<file path="config.mk">
export PLATFORM = sky130hd
export DESIGN_NAME = rf_command_message_parser_flat
export DESIGN_NICKNAME = d
export VERILOG_FILES = /design/src/design/rfcmp_pkg.sv /design/src/design/rfcmp_if.sv /design/src/design/rfcmp_parser.sv /design/src/design/rf_command_message_parser.sv /design/src/flat_wrapper.sv
export SDC_FILE = /design/constraint.sdc
export NUM_CORES = 1
export LEC_CHECK = 0
export BUFFER_PORTS_ARGS = -buffer_cell sky130_fd_sc_hd__buf_2
export CORE_MARGIN = 5
export CORE_UTILIZATION = 30
export DETAILED_ROUTE_END_ITERATION = 10
export GPL_TIMING_DRIVEN = 0
export HOLD_SLACK_MARGIN = 0.03
export PLACE_DENSITY = 0.47
export RECOVER_POWER = 25
export SYNTH_ARGS = -nofsm -noshare
export SYNTH_HDL_FRONTEND = slang
export SYNTH_SLANG_ARGS = --single-unit
</file>
<file path="constraint.sdc">
create_clock -name clk_i -period 2.7 [get_ports clk_i]
set_clock_uncertainty 0.05 [all_clocks]
set_input_delay 0.675 -clock clk_i [delete_from_list [all_inputs] [get_ports clk_i]]
set_output_delay 0.675 -clock clk_i [all_outputs]
set_load 0.02 [all_outputs]
</file>
<file path="src/design/rfcmp_pkg.sv">
// ----------------------------------------------------------------------------
// RF command parser package
// Shared character codes, parser phase codes and the per-byte result type.
// ----------------------------------------------------------------------------
package rfcmp_pkg;

  localparam int unsigned ByteW  = 8;
  localparam int unsigned HdrLen = 8;
  localparam int unsigned HdrIdxW = $clog2(HdrLen);

  typedef logic [ByteW-1:0] byte_t;

  localparam byte_t CharHash  = 8'h23;
  localparam byte_t CharComma = 8'h2C;
  localparam byte_t CharBang  = 8'h21;
  localparam byte_t CharZero  = 8'h30;
  localparam byte_t CharA     = 8'h41;

  // Header "AB56FE21", first character at index 0.
  localparam byte_t HdrChars [HdrLen] = '{8'h41, 8'h42, 8'h35, 8'h36,
                                          8'h46, 8'h45, 8'h32, 8'h31};

  localparam int unsigned PhaseW = 2;
  localparam logic [PhaseW-1:0] PhHunt  = 2'd0;
  localparam logic [PhaseW-1:0] PhSkip  = 2'd1;
  localparam logic [PhaseW-1:0] PhPower = 2'd2;
  localparam logic [PhaseW-1:0] PhAngle = 2'd3;

  typedef struct packed {
    logic  emit;
    byte_t power;
    byte_t angle;
  } rfcmp_result_t;

  // Ten times the value plus (byte - '0'), wrapping at eight bits.
  function automatic byte_t dec_step(input byte_t acc, input byte_t b);
    byte_t times8;
    byte_t times2;
    begin
      times8 = {acc[ByteW-4:0], 3'b000};
      times2 = {acc[ByteW-2:0], 1'b0};
      return byte_t'(times8 + times2 + b - CharZero);
    end
  endfunction

endpackage

</file>
<file path="src/design/rfcmp_if.sv">
// ----------------------------------------------------------------------------
// RF command parser channels
// Valid/ready channels for received bytes and for parsed commands.
// ----------------------------------------------------------------------------
interface rfcmp_in_if
  import rfcmp_pkg::*;
();
  logic  valid;
  logic  ready;
  byte_t rx_byte;

  modport source (output valid, output rx_byte, input ready);
  modport sink   (input valid, input rx_byte, output ready);
endinterface

interface rfcmp_out_if
  import rfcmp_pkg::*;
();
  logic  valid;
  logic  ready;
  byte_t power;
  byte_t angle;

  modport source (output valid, output power, output angle, input ready);
  modport sink   (input valid, input power, input angle, output ready);
endinterface

</file>
<file path="src/design/rfcmp_parser.sv">
// ----------------------------------------------------------------------------
// RF command parser core
// Header hunt, field skip and decimal accumulation; one byte per enabled cycle.
// ----------------------------------------------------------------------------
module rfcmp_parser
  import rfcmp_pkg::*;
(
  input  logic          clk_i,
  input  logic          rst_ni,
  input  logic          step_i,
  input  byte_t         rx_byte_i,
  output rfcmp_result_t result_o
);

  logic [PhaseW-1:0]  phase_q, phase_d;
  logic [HdrIdxW-1:0] matched_q, matched_d;
  byte_t              power_q, power_d;
  byte_t              angle_q, angle_d;

  always_comb begin
    phase_d         = phase_q;
    matched_d       = matched_q;
    power_d         = power_q;
    angle_d         = angle_q;
    result_o.emit   = 1'b0;
    result_o.power  = power_q;
    result_o.angle  = angle_q;
    case (phase_q)
      PhHunt: begin
        if (rx_byte_i == HdrChars[matched_q]) begin
          if (matched_q == HdrIdxW'(HdrLen - 1)) begin
            phase_d   = PhSkip;
            matched_d = '0;
          end else begin
            matched_d = matched_q + 1'b1;
          end
        end else begin
          // A stray 'A' may itself open a new header.
          matched_d = (rx_byte_i == CharA) ? HdrIdxW'(1) : '0;
        end
      end
      PhSkip: begin
        if (rx_byte_i == CharHash) begin
          power_d = '0;
          angle_d = '0;
          phase_d = PhPower;
        end
      end
      PhPower: begin
        if (rx_byte_i == CharComma) begin
          phase_d = PhAngle;
        end else begin
          power_d = dec_step(power_q, rx_byte_i);
        end
      end
      PhAngle: begin
        if (rx_byte_i == CharBang) begin
          result_o.emit = 1'b1;
          phase_d       = PhHunt;
          matched_d     = '0;
          power_d       = '0;
          angle_d       = '0;
        end else begin
          angle_d = dec_step(angle_q, rx_byte_i);
        end
      end
      default: begin
        phase_d = PhHunt;
      end
    endcase
  end

  always_ff @(posedge clk_i or negedge rst_ni) begin
    if (!rst_ni) begin
      phase_q   <= PhHunt;
      matched_q <= '0;
      power_q   <= '0;
      angle_q   <= '0;
    end else if (step_i) begin
      phase_q   <= phase_d;
      matched_q <= matched_d;
      power_q   <= power_d;
      angle_q   <= angle_d;
    end
  end

endmodule

</file>
<file path="src/design/rf_command_message_parser.sv">
// ----------------------------------------------------------------------------
// RF command message parser
// The closing '!' is registered in the input register and its result in the
// result register before it is shown. Throughput: one byte per cycle unless
// the result stalls; only the parser's next-state logic lies between the two.
// A stalled result holds the pipeline only when the input register is full.
// Reset clears both registers' valid flags and returns the parser to hunting.
// ----------------------------------------------------------------------------
module rf_command_message_parser
  import rfcmp_pkg::*;
(
  input  logic  clk_i,
  input  logic  rst_ni,
  rfcmp_in_if.sink    in_i,
  rfcmp_out_if.source out_o
);

  logic          in_valid_q;
  byte_t         in_byte_q;
  logic          out_valid_q, out_valid_d;
  byte_t         power_q;
  byte_t         angle_q;
  logic          advance;
  rfcmp_result_t result;

  // The parser stage moves whenever the result register is free or drained.
  assign advance    = !out_valid_q || out_o.ready;
  assign in_i.ready = !in_valid_q || advance;

  always_ff @(posedge clk_i or negedge rst_ni) begin
    if (!rst_ni) begin
      in_valid_q <= 1'b0;
    end else if (in_i.ready) begin
      in_valid_q <= in_i.valid;
    end
  end

  always_ff @(posedge clk_i) begin
    if (in_i.ready && in_i.valid) begin
      in_byte_q <= in_i.rx_byte;
    end
  end

  rfcmp_parser u_parser (
    .clk_i     (clk_i),
    .rst_ni    (rst_ni),
    .step_i    (in_valid_q && advance),
    .rx_byte_i (in_byte_q),
    .result_o  (result)
  );

  assign out_valid_d = advance ? (in_valid_q && result.emit) : out_valid_q;

  always_ff @(posedge clk_i or negedge rst_ni) begin
    if (!rst_ni) begin
      out_valid_q <= 1'b0;
    end else begin
      out_valid_q <= out_valid_d;
    end
  end

  always_ff @(posedge clk_i) begin
    if (advance && in_valid_q && result.emit) begin
      power_q <= result.power;
      angle_q <= result.angle;
    end
  end

  assign out_o.valid = out_valid_q;
  assign out_o.power = power_q;
  assign out_o.angle = angle_q;

endmodule

</file>
<file path="src/flat_wrapper.sv">
// flat-port wrapper written by rule: the top's interface ports become plain ports
module rf_command_message_parser_flat import rfcmp_pkg::*;
  (clk_i, rst_ni, in_i_valid, in_i_rx_byte, in_i_ready, out_o_valid, out_o_power, out_o_angle, out_o_ready);
  rfcmp_in_if in_i_i ();
  rfcmp_out_if out_o_i ();
  input  logic clk_i;
  input  logic rst_ni;
  input wire logic [$bits(in_i_i.valid)-1:0] in_i_valid;
  input wire logic [$bits(in_i_i.rx_byte)-1:0] in_i_rx_byte;
  output wire logic [$bits(in_i_i.ready)-1:0] in_i_ready;
  output wire logic [$bits(out_o_i.valid)-1:0] out_o_valid;
  output wire logic [$bits(out_o_i.power)-1:0] out_o_power;
  output wire logic [$bits(out_o_i.angle)-1:0] out_o_angle;
  input wire logic [$bits(out_o_i.ready)-1:0] out_o_ready;
  assign in_i_i.valid = in_i_valid;
  assign in_i_i.rx_byte = in_i_rx_byte;
  assign in_i_ready = in_i_i.ready;
  assign out_o_valid = out_o_i.valid;
  assign out_o_power = out_o_i.power;
  assign out_o_angle = out_o_i.angle;
  assign out_o_i.ready = out_o_ready;
  rf_command_message_parser u_core (.clk_i(clk_i), .rst_ni(rst_ni), .in_i(in_i_i), .out_o(out_o_i));
endmodule
</file>
==> reports/qor.txt, run 1 <==
CTS Buf Count: 5
WP buf/inv: 2
Hold Vio Cnt, Final: 0
vias: 1,739
CP Capture Type: flip-flop
FMAX: 0.378 GHz
cell count after placement: 373
initial antenna violation count: 0
WP data arrival: 2.78 ns
Post-CTS Hold Buffers: 0
hold crit path type: reg2reg
Pins Over Slew Limit: 0
Detail Placement HPWL: 4060 um
period utilisation layout: 98.0%
power density over cell area: 1100 nW/um^2
GRT Total Usage: 10.2%
DR pass1 iterations: 4
worst slew pin tran: 1.40 ns
Yosys top cell by area: edfxtp_1
YS warnings: 0
starting density of the core: 30.4%
Setup Viol. Count Final: 0
RSZ-0062 raised after global routing: true
Worst R2R Start: u_core.in_byte_q[3]
syn_nets: 285
crit-path leading delay family: adder cells
Pleak: 1.52 nW
HP Start: u_core.u_parser.power_q[3]
Slew headroom: 6.78%
fraction of registers with async set/reset: 48.9%
leading cell types in the layout, fill and taps excluded: inv_1, buf_2, ha_1, edfxtp_1, dfrtp_1
Clock Root Buffer: clkbuf_8
share of cells above drive strength 1: 19.7%
worst r2r path cells: 11
Hold EP: u_core.out_o.power[3]
outcome: complete, no violations
Stages on worst setup path: 11
critical-path maximum fanout: 2
Clk pin slew, worst setup/hold paths: 0.08 ns
# Max-Cap Violations: 0
Routed Wire Length: 5390 um
r2r endpoint: u_core.u_parser.power_q[7]
die height: 106 um
Core Box Area: 9150 sq um
Max stage delay on crit path: 0.44 ns
worst skew pair latency: 0.30 ns
crit-path most repeated cell: ha_4
hold path depth: 0
sum of negative setup slack: 0 ns
critical-path cell list: inv_2 -> fa_1 -> inv_1 -> ha_4 -> ha_4 -> fa_2 -> a21o_1 -> a21oi_2 -> xnor3_1 -> nand2_1 -> mux2i_1
final non-filler cell total: 385
gr ovfl total: 0
Rows: 35
sequential fraction of the synthesis area: 46.6%
detailed-route DRC error count: 0
Critical Path Slowest Stage Cell: edfxtp_1
syn_area_per_cell: 12.0 sq um
Most used DFF post-synth: edfxtp_1
n_diodes: 0
die width: 106 um
Cell variety after synth: 37
most common cell after layout, fill and taps aside: inv_1
Area growth syn-to-layout: 17.6%
fin nets: 327
Synth top area share: 25.9%
r2r setup slk: 0.05 ns
CP Launch Type: flip-flop
number of global-route vias before repair: 1,801
CTS tree: done
Vias/cell: 4.52
DR iter-0 viols: 29
Tot Pwr: 3.60 mW
largest net degree at the start of global routing: 24
H-tree depth: 2
Data required, critical path: 2.83 ns
routability cong.: 0.770
crit path kind: reg2reg
Mapped Cells: 232
Worst VDD drop: 294 uV
DRT antenna net count: 0
Avg WL per Cell: 14.0 um
Max Buffers Root-to-Sink: 2
I/O pins: 30
global-route wire length before repair: 8830 um
top area cells in the synthesized netlist: edfxtp_1, dfrtp_1, ha_1
fin crit period: 2.65 ns
Synth Cell Area: 2780 sq um
Die ar.: 11,300 sq um
Port Buffer Count: 29
#FFs+latches synth: 47
clk sink count: 47
Post-synth EDFFs: 24
==> cell families (layout without fill, tap and decap cells) <==
logic type,count (synthesis),after routing,share of synthesized area [%]
XOR/XNOR,16,16,5.53
AND/OR/NAND/NOR,50,50,9.49
multiplexers,13,13,4.86
flip-flops,47,47,46.6
buffers and inverters,38,80,5.17
adder cells (fa/ha/maj),41,41,21.1
AO/OA/AOI/OAI,27,27,7.20
==> state kept, by name, indices dropped and copies added, names as in the netlist <==
name	cells
u_core.out_o.angle	8
u_core.out_o.power	8
u_core.out_o.valid	1
u_core.u_parser.angle_q	8
u_core.in_valid_q	1
u_core.u_parser.power_q	8
u_core.u_parser.matched_q	3
u_core.u_parser.phase_q	2
u_core.in_byte_q	8
==> metal layers <==
layer | track usage, % | vias up | wire [um]
met5 | 0 | - | 0
met4 | 3.79 | 0 | 88
met3 | 2.73 | 9 | 228
met2 | 16.0 | 32 | 2390
met1 | 13.4 | 821 | 2680
li1 | - | 877 | -
==> synthesized netlist by cell type (5+ instances only) <==
cell type  instances
a22o_1             7
nor3_1             5
xnor2_1           11
a21o_1             5
nor2b_1            5
edfxtp_1          24
mux2i_1           12
a21oi_1            5
dfrtp_1           23
fa_1              10
nand2_1           12
ha_1              31
inv_1             35
nor2_1             8
==> power by group <==
group / switching [mW] / internal, mW
clock network: 0.225 / 0.271
registers: 0.116 / 0.921
logic: 1.02 / 1.05
total: 1.36 / 2.24
==> worst max path at each step <==
stage,startpoint,endpoint,slack (ns)
after floorplan,u_core.u_parser.power_q[0],u_core.u_parser.power_q[7],0.02
after global placement,u_core.in_byte_q[2],u_core.out_o.angle[0],-1.02
after detailed placement,u_core.u_parser.power_q[0],u_core.u_parser.power_q[7],-0.17
after CTS,u_core.u_parser.power_q[0],u_core.u_parser.power_q[7],-0.01
after global routing,u_core.u_parser.power_q[2],u_core.u_parser.power_q[7],-0.04
final,u_core.in_byte_q[3],u_core.u_parser.power_q[7],0.05
==> cell type report <==
class,instances,area (sq um)
fill,913,5880
multi-input combinational,147,1400
sequential,47,1300
timing repair buffer,35,185
tap,111,139
inverter,35,131
clock buffer,6,72.6
clock inverter,1,30.0
buffer,3,12.5
==> repair_timing <==
action | CTS | global route
buffers inserted | 4 | 1
pin swaps | 0 | 4
setup endpoints to repair | 2 | 8
resized for setup | 5 | 8
==> stage by stage <==
| stage | instance area (sq um) | util, % | hold slack [ns] | setup WS [ns] |
|---|---|---|---|---|
| after floorplan | 2780 | - | 0.329 | 0.0196 |
| final | 3270 | 35.7 | 0.405 | 0.0549 |
| after global placement | 3070 | 33.5 | 0.382 | -1.02 |
| after CTS | 3230 | 35.2 | 0.344 | -0.0111 |
| after global routing | 3270 | 35.7 | 0.421 | -0.0439 |
| after detailed placement | 3080 | 33.7 | 0.387 | -0.169 |
Power figures use the tool's default switching activity.
==> inputs of run 2 (changes only) <==
CAP_MARGIN = 10   (was not set)
CORE_UTILIZATION = 50   (was 30)
PLACE_DENSITY = 0.71   (was 0.47)
==> run 2 against run 1 <==
  * Clock-buffer cell count up 1
  * Die area fell by 37%
  * Critical path depth unchanged
  * First-iteration DRC count rose by 130%
  * Largest power group unchanged
==> reports/qor.txt, run 2 (same netlist as run 1, synthesis figures left out) <==
outcome: complete, no violations
gr ovfl total: 0
post-route setup slack: 0.0545 ns
DR iter-0 viols: 66
Critical Path Start: u_core.in_byte_q[3]
critical-path maximum fanout: 2
largest net degree at the start of global routing: 24
met3 wire length: 240 um
GRT Total Usage: 14.8%
number of global-route vias before repair: 1,848
die height: 84.6 um
Die ar.: 7150 sq um
DR pass1 iterations: 4
CTS Buf Count: 5
Clk pin slew, worst setup/hold paths: 0.09 ns
# Max-Cap Violations: 0
Pleak: 1.53 nW
initial antenna violation count: 0
dpl ws: -0.142 ns
clk sink count: 47
met2 wire length: 2390 um
H-tree depth: 2
Comb power frac: 57.5%
share of cells above drive strength 1: 20.3%
Port Buffer Count: 29
leading cell types in the layout, fill and taps excluded: inv_1, buf_2, ha_1, edfxtp_1, dfrtp_1
Slew headroom: 13.5%
switching part of the total: 38.5%
die width: 84.6 um
starting density of the core: 50.8%
HP Start: u_core.u_parser.power_q[5]
most common cell after layout, fill and taps aside: inv_1
Routed Wire Length: 5000 um
routability cong.: 0.874
CTS tree: done
Tot Pwr: 3.64 mW
crit path kind: reg2reg
Data required, critical path: 2.83 ns
worst skew pair latency: 0.30 ns
Hold Vio Cnt, Final: 0
RSZ-0062 raised after global routing: true
Vias/cell: 5.07
period utilisation layout: 98.0%
clock share of power: 13.8%
WP data arrival: 2.77 ns
Worst VDD drop: 451 uV
Detail Placement HPWL: 3610 um
power density over cell area: 1120 nW/um^2
Setup Viol. Count Final: 0
Rows: 27
Clock Root Buffer: clkbuf_8
Cell Int Power: 2.24 mW
CP Capture Type: flip-flop
DRT antenna net count: 0
hold crit path type: reg2reg
Post-CTS Hold Buffers: 0
CP Launch Type: flip-flop
Max Buffers Root-to-Sink: 2
FMAX: 0.378 GHz
Core Box Area: 5470 sq um
DR top layer: met4
Pins Over Slew Limit: 0
sequential power share: 28.6%
fin crit period: 2.65 ns
detailed-route DRC error count: 0
I/O pins: 30
fin nets: 328
wl on met1: 2280 um
Area growth syn-to-layout: 16.7%
global-route wire length before repair: 8470 um
Avg WL per Cell: 14.4 um
Worst R2R Start: u_core.in_byte_q[3]
worst slew pin tran: 1.30 ns
vias: 1,763
P_sw: 1.40 mW
n_diodes: 0
==> run 2: changes by cell type in the layout (fill, tap and decap cells not counted), sizes merged <==
cell / previous run / this run
buf: 32 / 34
==> run 2: worst paths after layout <==
check | end | slack, ns | depth (start not counted)
worst min register to register | u_core.out_o.power[5] | 0.40 | 0
min in group asynchronous | u_core.u_parser.matched_q[2] | 0.59 | 1
worst min-delay path | u_core.out_o.power[5] | 0.40 | 0
worst max register to register | u_core.u_parser.power_q[7] | 0.05 | 11
worst max-delay path | u_core.u_parser.power_q[7] | 0.05 | 11
max in group asynchronous | u_core.u_parser.angle_q[0] | 1.24 | 1
==> run 2: cell type report <==
cell class,instances,area (sq um)
multi-input cells,147,1420
clock buffers,7,76.3
well taps,72,90.1
clock inverters,1,30.0
fillers,475,2230
repair buffers,36,193
plain buffers,3,12.5
inverters,35,131
flip-flops and latches,47,1300
==> run 2: critical path: stages (launching register included) <==
cell and delay (ns):
edfxtp_1 0.44, inv_2 0.10, fa_1 0.42, inv_2 0.10, ha_4 0.21, ha_4 0.16
fa_2 0.37, a21o_1 0.20, a21oi_2 0.13, xnor3_1 0.22, nand2_1 0.08, mux2i_1 0.06
==> run 2: per-layer routing <==
metal  GRT usage [%]  vias to the layer above
met2            24.0                       38
met4            3.88                        0
met3            4.12                       10
met1            19.5                      839
li1                -                      876
met5               0                        -
==> run 2: through the flow <==
step                      area, sq um  std cells  util (%)  setup TNS, ns  hold slack [ns]
after CTS                        3180        346      58.1              0            0.330
after detailed placement         3030        334      55.4         -0.219            0.386
after global placement           3020        333      55.1         -11.20            0.381
final                            3250        348      59.3              0            0.403
after floorplan                  2780        232         -              0            0.329
after global routing             3250        348      59.3        -0.0662            0.420
==> run 2: power groups by stage <==
stage / Combinational, mW / Sequential [mW] / Clock (mW)
5_1_grt: 2.41 / 1.06 / 0.544
4_1_cts: 1.97 / 1.04 / 0.524
3_3_place_gp: 1.83 / 1.06 / 0
2_1_floorplan: 1.58 / 1.03 / 0
6_report: 2.09 / 1.04 / 0.503
3_5_place_dp: 1.88 / 1.07 / 0
==> run 2: timing repair <==
action	CTS	global route
buffers inserted	4	2
hold endpoints to repair	0	0
pin swaps	0	5
resized for setup	6	9
setup endpoints to repair	2	9
cloned	0	0
==> inputs of run 3 (changes only) <==
CORE_UTILIZATION = 25   (was 50)
PLACE_DENSITY = 0.41   (was 0.71)
REMOVE_ABC_BUFFERS = 1   (was not set)
SYNTH_HIERARCHICAL = 1   (was not set)
==> run 3 against run 2 <==
  * Sequential share of layout area is 1.5 points lower
  * Clock-buffer cell count is 2 lower
  * Total power is 9.3% lower
  * Area after synthesis is 1.3% higher
  * Worst setup slack worse by 0.00089 ns
  * Combinational power is 22% lower
  * Sequential power hardly changed
  * Die area is 89% higher
  * Critical path depth is 1 lower
  * Final cell count is 15% higher
  * Global-route usage is 5.3 points lower
  * Hold slack hardly changed
  * Critical path type unchanged
  * Largest cell class unchanged
  * Largest power group unchanged
  * Highest routed layer unchanged
==> reports/qor.txt, run 3 <==
outcome: complete, no violations
I/O pins: 30
Hold Vio Cnt, Final: 0
Core Box Area: 10,900 sq um
sequential fraction of the synthesis area: 46.0%
Hold Slack: 0.403 ns
number of global-route vias before repair: 1,901
synth cell count leaders: inv_1, ha_1, edfxtp_1
GRT Total Usage: 9.45%
Mapped Cells: 218
detailed-route DRC error count: 0
H-tree depth: 2
Cell variety after synth: 42
worst skew pair latency: 0.29 ns
CP Launch Type: flip-flop
starting density of the core: 25.8%
hold crit path type: reg2reg
Avg WL per Cell: 14.5 um
Worst VDD drop: 312 uV
crit path kind: reg2reg
WP data arrival: 2.78 ns
fraction of registers with async set/reset: 48.9%
Rows: 38
critical-path cell list: inv_2 -> fa_1 -> inv_1 -> ha_1 -> ha_2 -> fa_2 -> a21o_1 -> a21oi_2 -> xnor2_1 -> a22o_1
die width: 116 um
cell count after placement: 386
YS warnings: 6
die height: 116 um
Critical Path Slowest Stage Cell: fa_1
Die ar.: 13,500 sq um
Pins Over Slew Limit: 0
clk sink count: 47
share of cells above drive strength 1: 28.0%
fin nets: 313
Synth top area share: 25.6%
Area growth syn-to-layout: 19.9%
worst slew pin tran: 1.42 ns
largest net degree at the start of global routing: 24
CTS tree: done
Vias/cell: 4.30
Post-CTS Hold Buffers: 0
Detail Placement HPWL: 4390 um
initial antenna violation count: 0
period utilisation layout: 98.0%
Post-synth EDFFs: 24
most common cell after layout, fill and taps aside: inv_1
leading cell types in the layout, fill and taps excluded: inv_1, buf_2, ha_1, edfxtp_1, dfrtp_1
Most used DFF post-synth: edfxtp_1
global-route wire length before repair: 9700 um
vias: 1,725
Setup Viol. Count Final: 0
Slew headroom: 5.65%
critical-path maximum fanout: 2
syn_area_per_cell: 12.9 sq um
routability cong.: 0.754
RSZ-0062 raised after global routing: true
Yosys top cell by area: edfxtp_1
WP buf/inv: 2
Max stage delay on crit path: 0.53 ns
final non-filler cell total: 401
DR iter-0 viols: 98
Routed Wire Length: 5810 um
Max Buffers Root-to-Sink: 2
DR pass1 iterations: 4
power density over cell area: 977 nW/um^2
CTS Buf Count: 5
gr ovfl total: 0
crit-path leading delay family: adder cells
Port Buffer Count: 29
top-count cell post-synth: inv_1
Synth Cell Area: 2820 sq um
FMAX: 0.378 GHz
Clk pin slew, worst setup/hold paths: 0.07 ns
top area cells in the synthesized netlist: edfxtp_1, dfrtp_1, ha_1
DRT antenna net count: 0
CP Capture Type: flip-flop
Clock Root Buffer: clkbuf_16
Pleak: 1.50 nW
fin crit period: 2.65 ns
# Max-Cap Violations: 0
#FFs+latches synth: 47
n_diodes: 0
Data required, critical path: 2.83 ns
==> run 3: layer usage <==
metal | vias to the layer above | track usage (%) | wire [um]
li1 | 845 | - | -
met1 | 855 | 12.5 | 2800
met2 | 21 | 15.4 | 2790
met3 | 4 | 1.87 | 135
met4 | 0 | 3.40 | 80
met5 | - | 0 | 0
==> run 3: metrics by stage <==
stage	cell area [sq um]	worst slack [ns]	power, mW	utilization [%]	setup TNS, ns
floorplan	2800	0.0110	2.28	-	0
global placement	3120	-0.720	2.59	28.5	-12.13
detailed placement	3140	-0.270	2.58	28.7	-0.640
CTS	3330	0.00331	3.31	30.5	0
global route	3380	-0.0259	3.63	30.9	-0.0259
finish	3380	0.0536	3.30	30.9	0
==> run 3: repair_timing <==
item | CTS | global route
setup endpoints to repair | 5 | 17
pin swaps | 6 | 7
setup buffers | 3 | 4
gates resized for setup | 7 | 7
==> run 3: cell families (layout without fill, tap and decap cells) <==
family	count (synthesis)	in the layout	synth area share [%]
flops	47	47	46.0
fa+ha+maj	41	41	20.9
compound gates	38	38	12.6
buf+inv	36	79	5.11
simple gates	35	35	8.62
xor+xnor	17	17	5.29
mux	4	4	1.47
==> run 3: cell type report <==
class	count	area, sq um
clock buffer	5	125
fill	1148	7560
multi-input combinational	135	1420
tap	140	175
inverter	34	128
clock inverter	3	27.5
sequential	47	1300
timing repair buffer	37	208
==> run 3: report_power, final <==
group | internal [mW] | switching [mW] | leakage [nW]
Sequential | 0.908 | 0.135 | 0.519
Clock | 0.353 | 0.286 | 0.0723
Combinational | 0.807 | 0.811 | 0.907
Total | 2.07 | 1.23 | 1.50
==> run 3: path summary, 6_finish.rpt <==
| check | start | endpoint | slack (ns) | cells after the start |
|---|---|---|---|---|
| max in group asynchronous | rst_ni | u_core/u_parser/angle_q[2] | 1.01 | 1 |
| worst max register to register | u_core/in_byte_q[3] | u_core/u_parser/angle_q[7] | 0.05 | 10 |
| worst min-delay path | u_core/u_parser/power_q[7] | u_core/out_o.power[7] | 0.40 | 0 |
| worst min register to register | u_core/u_parser/power_q[7] | u_core/out_o.power[7] | 0.40 | 0 |
| worst max-delay path | u_core/in_byte_q[3] | u_core/u_parser/angle_q[7] | 0.05 | 10 |
| min in group asynchronous | rst_ni | u_core/out_o.valid | 0.65 | 1 |
